==> config.mk <==
export PLATFORM = sky130hd
export DESIGN_NAME = crc16_reflected_byte_stream
export DESIGN_NICKNAME = d
export VERILOG_FILES = /design/src/hdl/crc16rb_pkg.sv /design/src/hdl/crc16_reflected_byte_stream.sv
export SDC_FILE = /design/constraint.sdc
export NUM_CORES = 1
export LEC_CHECK = 0
export ABC_AREA = 1
export BUFFER_PORTS_ARGS = -buffer_cell sky130_fd_sc_hd__buf_2
export CAP_MARGIN = 20
export CORE_MARGIN = 2
export CORE_UTILIZATION = 40
export CTS_BUF_LIST = sky130_fd_sc_hd__clkbuf_8
export DETAILED_ROUTE_END_ITERATION = 16
export GPL_ROUTABILITY_DRIVEN = 0
export PLACE_DENSITY = 0.71
export SKIP_LAST_GASP = 1
export SLEW_MARGIN = 40
export SYNTH_ARGS = -nofsm -noshare
export SYNTH_HDL_FRONTEND = slang
export SYNTH_SLANG_ARGS = --single-unit
==> constraint.sdc <==
create_clock -name clock -period 1.7 [get_ports clock]
set_input_delay 0.255 -clock clock [delete_from_list [all_inputs] [get_ports clock]]
set_output_delay 0.255 -clock clock [all_outputs]
set_load 0.01 [all_outputs]
==> src/hdl/crc16rb_pkg.sv <==
// ----------------------------------------------------------------------------
// crc16rb_pkg : shared constants and helpers for the reflected CRC-16 stream
// Holds the polynomial, the register seed and the byte fold function.
// ----------------------------------------------------------------------------
`default_nettype none

package crc16rb_pkg;

   localparam int unsigned CrcWidth  = 16;
   localparam int unsigned ByteWidth = 8;

   // Reflected X.25 polynomial and register seed
   localparam logic [CrcWidth-1:0] CRC_POLY = 16'h8408;
   localparam logic [CrcWidth-1:0] CRC_INIT = 16'hFFFF;

   // Fold one byte into the register, least significant bit first
   function automatic logic [CrcWidth-1:0] crc_fold_byte(
      input logic [CrcWidth-1:0]  crc,
      input logic [ByteWidth-1:0] data
   );
      logic [CrcWidth-1:0] r;
      r = crc;
      for (int k = 0; k < ByteWidth; k++) begin
         if (r[0] ^ data[k]) begin
            r = (r >> 1) ^ CRC_POLY;
         end else begin
            r = r >> 1;
         end
      end
      return r;
   endfunction

   // Final value: inverted register with its two bytes swapped
   function automatic logic [CrcWidth-1:0] crc_finish(input logic [CrcWidth-1:0] crc);
      logic [CrcWidth-1:0] inv;
      inv = ~crc;
      return {inv[7:0], inv[15:8]};
   endfunction

endpackage

`default_nettype wire

==> src/hdl/crc16_reflected_byte_stream.sv <==
// ----------------------------------------------------------------------------
// crc16_reflected_byte_stream : reflected CRC-16 (X.25) over a byte stream
//
// Usage
//   req channel : one message byte per word in req_tdata, req_tlast high on
//                 the final byte of each message. Every message holds at
//                 least one byte.
//   rsp channel : one 16-bit checksum word per message, given after its last
//                 byte: inverted CRC with high and low bytes swapped.
//   Throughput  : one byte per cycle outside the stall below; the eight-step
//                 fold sits between the input register and the CRC register.
//   Path        : a last byte goes from the input register into the output
//                 register, from which its checksum word is taken.
//   Reset       : synchronous; the CRC register returns to 0xFFFF and both
//                 the input and the output register are emptied.
//   Stalls      : the output register holds its word until rsp_tready; while
//                 it is full and rsp_tready is low, bytes not marked last flow through, a
//                 last byte waits in the input register and req_tready drops.
// ----------------------------------------------------------------------------
`default_nettype none

module crc16_reflected_byte_stream
   import crc16rb_pkg::*;
(
   input  wire logic                 clock,
   input  wire logic                 reset,
   // Input words
   input  wire logic                 req_tvalid,
   output logic                      req_tready,
   input  wire logic [ByteWidth-1:0] req_tdata,  // [7:0] data_byte
   input  wire logic                 req_tlast,  // last_byte
   // Result words
   output logic                      rsp_tvalid,
   input  wire logic                 rsp_tready,
   output logic [CrcWidth-1:0]       rsp_tdata   // [15:0] checksum
);

   // Input register
   logic                 in_valid_ff, in_valid_in;
   logic [ByteWidth-1:0] in_byte_ff;
   logic                 in_last_ff;

   // Running CRC and output register
   logic [CrcWidth-1:0]  crc_ff, crc_in;
   logic                 rsp_valid_ff, rsp_valid_in;
   logic [CrcWidth-1:0]  rsp_data_ff, rsp_data_in;

   logic                 fold_go;
   logic                 req_take;
   logic [CrcWidth-1:0]  crc_next;

   // Fold stage may proceed unless a last byte meets a full, stalled output
   assign fold_go    = in_valid_ff && (!in_last_ff || !rsp_valid_ff || rsp_tready);
   assign req_tready = !in_valid_ff || fold_go;
   assign req_take   = req_tvalid && req_tready;

   assign crc_next   = crc_fold_byte(crc_ff, in_byte_ff);

   // Next-state logic
   always_comb begin
      in_valid_in  = in_valid_ff;
      crc_in       = crc_ff;
      rsp_valid_in = rsp_valid_ff;
      rsp_data_in  = rsp_data_ff;

      if (rsp_valid_ff && rsp_tready) begin
         rsp_valid_in = 1'b0;
      end

      if (fold_go) begin
         in_valid_in = 1'b0;
         if (in_last_ff) begin
            crc_in       = CRC_INIT;
            rsp_valid_in = 1'b1;
            rsp_data_in  = crc_finish(crc_next);
         end else begin
            crc_in = crc_next;
         end
      end

      if (req_take) begin
         in_valid_in = 1'b1;
      end
   end

   // Control registers
   always_ff @(posedge clock) begin
      if (reset) begin
         in_valid_ff  <= 1'b0;
         rsp_valid_ff <= 1'b0;
         crc_ff       <= CRC_INIT;
      end else begin
         in_valid_ff  <= in_valid_in;
         rsp_valid_ff <= rsp_valid_in;
         crc_ff       <= crc_in;
      end
   end

   // Payload registers
   always_ff @(posedge clock) begin
      if (req_take) begin
         in_byte_ff <= req_tdata;
         in_last_ff <= req_tlast;
      end
      rsp_data_ff <= rsp_data_in;
   end

   assign rsp_tvalid = rsp_valid_ff;
   assign rsp_tdata  = rsp_data_ff;

   // ------------------------------------------------------------------------
   // Assertions
   // ------------------------------------------------------------------------

   // Reset seeds the CRC and empties the output
   a_reset_seed : assert property (@(posedge clock)
      reset |=> (crc_ff == CRC_INIT && !rsp_valid_ff))
      else $error("CRC not seeded after reset");

   // Folding a last byte reseeds the CRC and loads a result
   a_last_reseed : assert property (@(posedge clock) disable iff (reset)
      (fold_go && in_last_ff) |=> (crc_ff == CRC_INIT && rsp_valid_ff))
      else $error("last byte did not produce a result");

   // A result only appears after a last byte was folded
   a_rsp_source : assert property (@(posedge clock) disable iff (reset)
      $rose(rsp_valid_ff) |-> $past(fold_go && in_last_ff))
      else $error("result word without a last byte");

   // A stalled byte in the input register is kept
   a_in_hold : assert property (@(posedge clock) disable iff (reset)
      (in_valid_ff && !fold_go) |=> (in_valid_ff && $stable(in_byte_ff)
                                     && $stable(in_last_ff)))
      else $error("stalled input byte lost");

endmodule

`default_nettype wire
# After elaboration in Yosys (flattened, before gate mapping)
# Index checks and enable logic that the tools add are counted.
# word_totals
register_bits	43
in_bits	13
output_inout_bits	18
word_cells	48
# classes
muxes	14
bitwise_logic	17
reduce_logical	11
# ops
operator	count
16-bit two-way mux	9
2-bit NOT with 3-bit output	8
16-bit NOT	1
1-bit bitwise XOR	8
1-bit two-way mux	5
1-bit logical AND	3
1-bit zero test	3
1-bit logical OR	3
2-bit AND reduction	1
2-bit nonzero test	1

# Depth between registers and ports, before layout
# depth
word_depth	17
mapped_depth	9
depth_no_buf	9

# Least setup slack after synthesis
# Ideal clock, no wire load.
# synth_timing
path_type	register -> register
from	register in_last_ff
to	register rsp_data_ff[0], in the netlist rsp_tdata[0], enable pin
setup_time_ns	0.367
arrival_time_ns	1.188
t_required_ns	1.333
path_slack_ns	0.145
path_stages_with_launch	4
path_buffers	0
synth_period_minus_slack_ns	1.555
path_cell_list	edfxtp_1 > a21boi_4 > nand2_2 > inv_1
# synth_between
elab_chain_len	5
# synth_lines
element	line_no	source
from (decl)	crc16_reflected_byte_stream.sv:41	logic in_last_ff;
from (signal assigned)	crc16_reflected_byte_stream.sv:103	in_last_ff <= req_tlast;
1-bit zero test	crc16_reflected_byte_stream.sv:53	assign fold_go = in_valid_ff && (!in_last_ff || !rsp_valid_ff || rsp_tready);
1-bit logical OR (2 in series)	crc16_reflected_byte_stream.sv:53	
1-bit logical AND	crc16_reflected_byte_stream.sv:53	
2-bit AND reduction (no source line) (*)	--	
to (signal assigned)	crc16_reflected_byte_stream.sv:105	rsp_data_ff <= rsp_data_in;
to (decl)	crc16_reflected_byte_stream.sv:46	logic [CrcWidth-1:0] rsp_data_ff, rsp_data_in;
# Every way passes the cells marked *; elsewhere a longest branch is shown, timed or not.
# A chain may end at the register's enable or synchronous reset.

# Final worst setup path
# layout_timing
from	register in_last_ff
to	register crc_ff[15]
# layout_between
elab_chain_len	4
elab_cells_between_ends	5
cone_classes	mux: 1; reduce/logical: 4
# layout_lines
element	line_no	source
1-bit zero test	crc16_reflected_byte_stream.sv:53	
1-bit logical OR (2 in series)	crc16_reflected_byte_stream.sv:53	
1-bit logical AND	crc16_reflected_byte_stream.sv:53	
to (signal assigned)	crc16_reflected_byte_stream.sv:95	crc_ff <= crc_in;
to (decl)	crc16_reflected_byte_stream.sv:44	logic [CrcWidth-1:0] crc_ff, crc_in;
# Several ways; a longest one is shown, not always the timed one.

==> summary.md <==
| Metric | Value |
|---|---|
| Post-DP HPWL | around 2300 microns |
| Core region area | ~4400 sq um |
| Vias in the first global route | roughly 1200 |
| DR iter-0 viols | slightly above 70 |
| Proportion of synthesized area in mux cells | 0% |
| Synth top area share | 40.3% |
| Area growth syn-to-layout | 16.0% |
| Die width | approximately 72 microns |
| Routed WL | 3220 microns |
| Fmax | just under 700 MHz |
| Initial Util | 42.2% |
| DRC Markers | 0 |
| Ys Warns | 0 |
| Syn Inst Count | 212 |
| DR pass1 iterations | 4 |
| Hold-fix buffers, CTS | 0 |
| Relative slew slack | 70.8% |
| Largest net degree at the start of global routing | 27 |
| # diodes | 0 |
| Max_cap viols | 0 |
| Synth top cells by count | 64 x nand2_1, 33 x inv_1, 25 x edfxtp_1, 24 x nand3_1, 22 x nor2_1 |
| Longest Clk Path Bufs | 2 |
| Post-synthesis xor/xnor area fraction | under 10% |
| Cell accounting for the most synthesized area | edfxtp_1 |
| Pwr per Cell Area | between 900 and 1000 nW/um^2 |
| Synth area leaders | edfxtp_1 40%, dfxtp_1 19%, nand2_1 13%, inv_1 6.6%, nand3_1 6.4% |
| Final setup margin | ~220 ps |
| Port-buffer cells | 30 |
| Clock latency on the worst-skew pair | 290 ps |
| GR Overflow Total | 0 |
| Wire per inst | approximately 11 microns |
| Reg clk slew, reported paths | ~80 ps |
| Skew final | 9.17 ps |
| Primary FF master, synth | edfxtp_1 |
| Req. time, crit path | approximately 1900 ps |
| Worst Path Arrival | between 1500 and 2000 ps |
| H-tree depth | 2 |
| CP endpoint kind | flip-flop |
| HP Class | in2reg |
| Adder-cell share of the synthesized area | 0% |
| Max FO, Critical Path | 26 |
| DR vias | ~1400 |
| # resized after CTS | 0 |
| Final period util | 87.0% |
| Most common cell in the synthesized netlist | nand2_1 |
| Minimum clock period | around 1500 ps |
| Die area | around 5200 sq um |
| Pre-CTS WS | 230 ps |
| Largest family of logic cells by synthesized area | simple AND/OR/NAND/NOR gates |
| Num CTS Buffers | 5 |
| Simple-Gate Fraction of Synth Area | 24.8% |
| Mapped Area | 1860 sq um |
| Vias per inst | around 4.5 |
| Root buf cell | clkbuf_8 |
| CTS tree | yes |
| Number of synthesized flops with an enable pin | 25 |
| Sink Count | 43 |
| Global-route wire length before repair | between 5000 and 6000 microns |
| Run status | finished, final reports clean |
| Async set-reset flop share out of synthesis | 0% |
| Syn nets | about 230 |
| Fillers | ~430 |
| CP Launch Type | flip-flop |
| Leak Pwr | roughly 0.0011 uW |
| Compound-gate portion of the synthesized area | approximately 4.1% |
| Row count | 24 |
| Avg Cell Area, Syn | just under 9 sq um |
| Antenna Nets Post-Route | 0 |
| DIE HEIGHT | about 72 microns |
| Gr usage total | 13.9% |
| Initial antenna violation count | 0 |
| Fin Setup TNS | 0 ps |
| Share of post-route cells with drive strength above 1 | 17.2% |
| Nets | about 260 |
| Final setup viols | 0 |
| Ports | 31 |
| Max VDD drop | 0.473 mV |
| Worst-Margin Slew | 437 ps |
| Register area share after synthesis | a little under 60% |
| Setup Buffers After CTS | 0 |
| Tot Pwr | around 2100 uW |
| Worst setup path class | reg2reg |
| Fin. max-slew vios | 0 |
| Unique masters post-synth | 16 |
| RSZ-0062 raised after global routing | no |
| #FFs+latches synth | 43 |
| Final Hold Viols | 0 |
==> sequential cells by signal (all words and copies together), names as in the netlist <==
register,cells
crc_ff,16
rsp_tvalid,1
in_byte_ff,8
in_valid_ff,1
rsp_tdata,16
in_last_ff,1
==> path summary, 6_finish.rpt <==
kind                 from  slack, ps  cells past startpoint             to
max            in_last_ff        220                      5     crc_ff[15]
min          req_tdata[0]        130                      1  in_byte_ff[0]
max reg2reg    in_last_ff        220                      5     crc_ff[15]
min reg2reg    crc_ff[14]        500                      2     crc_ff[14]
==> per-stage QoR <==
stage | hold WS, ps | area, sq um | std cells | utilization [%]
floorplan | 324 | 1860 | 212 | -
global placement | 431 | 2080 | 294 | 47.1
detailed placement | 433 | 2080 | 294 | 47.1
CTS | 123 | 2160 | 302 | 49.0
global route | 119 | 2160 | 302 | 49.0
finish | 130 | 2160 | 302 | 49.0
==> cell type report <==
type | count | area, sq um | share of cell area, %
timing repair buffer | 33 | 173 | 7.99
tap | 52 | 65.1 | 3.01
clock buffer | 5 | 68.8 | 3.18
multi-input combinational | 133 | 608 | 28.1
inverter | 33 | 124 | 5.73
sequential | 43 | 1110 | 51.4
clock inverter | 3 | 12.5 | 0.579
==> power by group <==
| part | total [uW] | internal, uW | switching (uW) |
|---|---|---|---|
| registers | 1210 | 1180 | 31.7 |
| clock network | 608 | 276 | 332 |
| logic | 310 | 113 | 198 |
| total | 2130 | 1570 | 561 |
==> routing by layer <==
| metal | vias up | share of wire (%) | global-route usage, % |
|---|---|---|---|
| li1 | 741 | - | - |
| met1 | 587 | 48 | 18.5 |
| met2 | 30 | 45 | 21.0 |
| met3 | 7 | 4.5 | 4.17 |
| met4 | 0 | 1.8 | 6.29 |
| met5 | - | 0 | 0 |
==> cell families (layout without fill, tap and decap cells) <==
logic type	count (synthesis)	in the layout
buf+inv	36	74
flops	43	43
compound gates	12	12
simple gates	113	113
xor+xnor	8	8
==> critical path, stage by stage, from the launching register on <==
cell,delay (ps)
edfxtp_1,470
a21boi_4,200
buf_4,290
inv_1,180
a21oi_1,160
nand3_1,80
==> placed cells by master (no fill, tap or decap) <==
cell      synthesis  layout
clkbuf_8          0       5
xnor2_1           3       3
inv_1            33      35
clkinv_2          0       1
o21ai_0           5       5
edfxtp_1         25      25
nand3_1          24      24
o211ai_1          1       1
buf_2             2      30
nor2_1           22      22
nor2_2            1       1
nand2_2           2       2
nand2_1          64      64
a21oi_1           5       5
a21boi_4          1       1
buf_4             0       3
dfxtp_1          18      18
xor2_1            5       5
(Power assumes the default switching activity.)
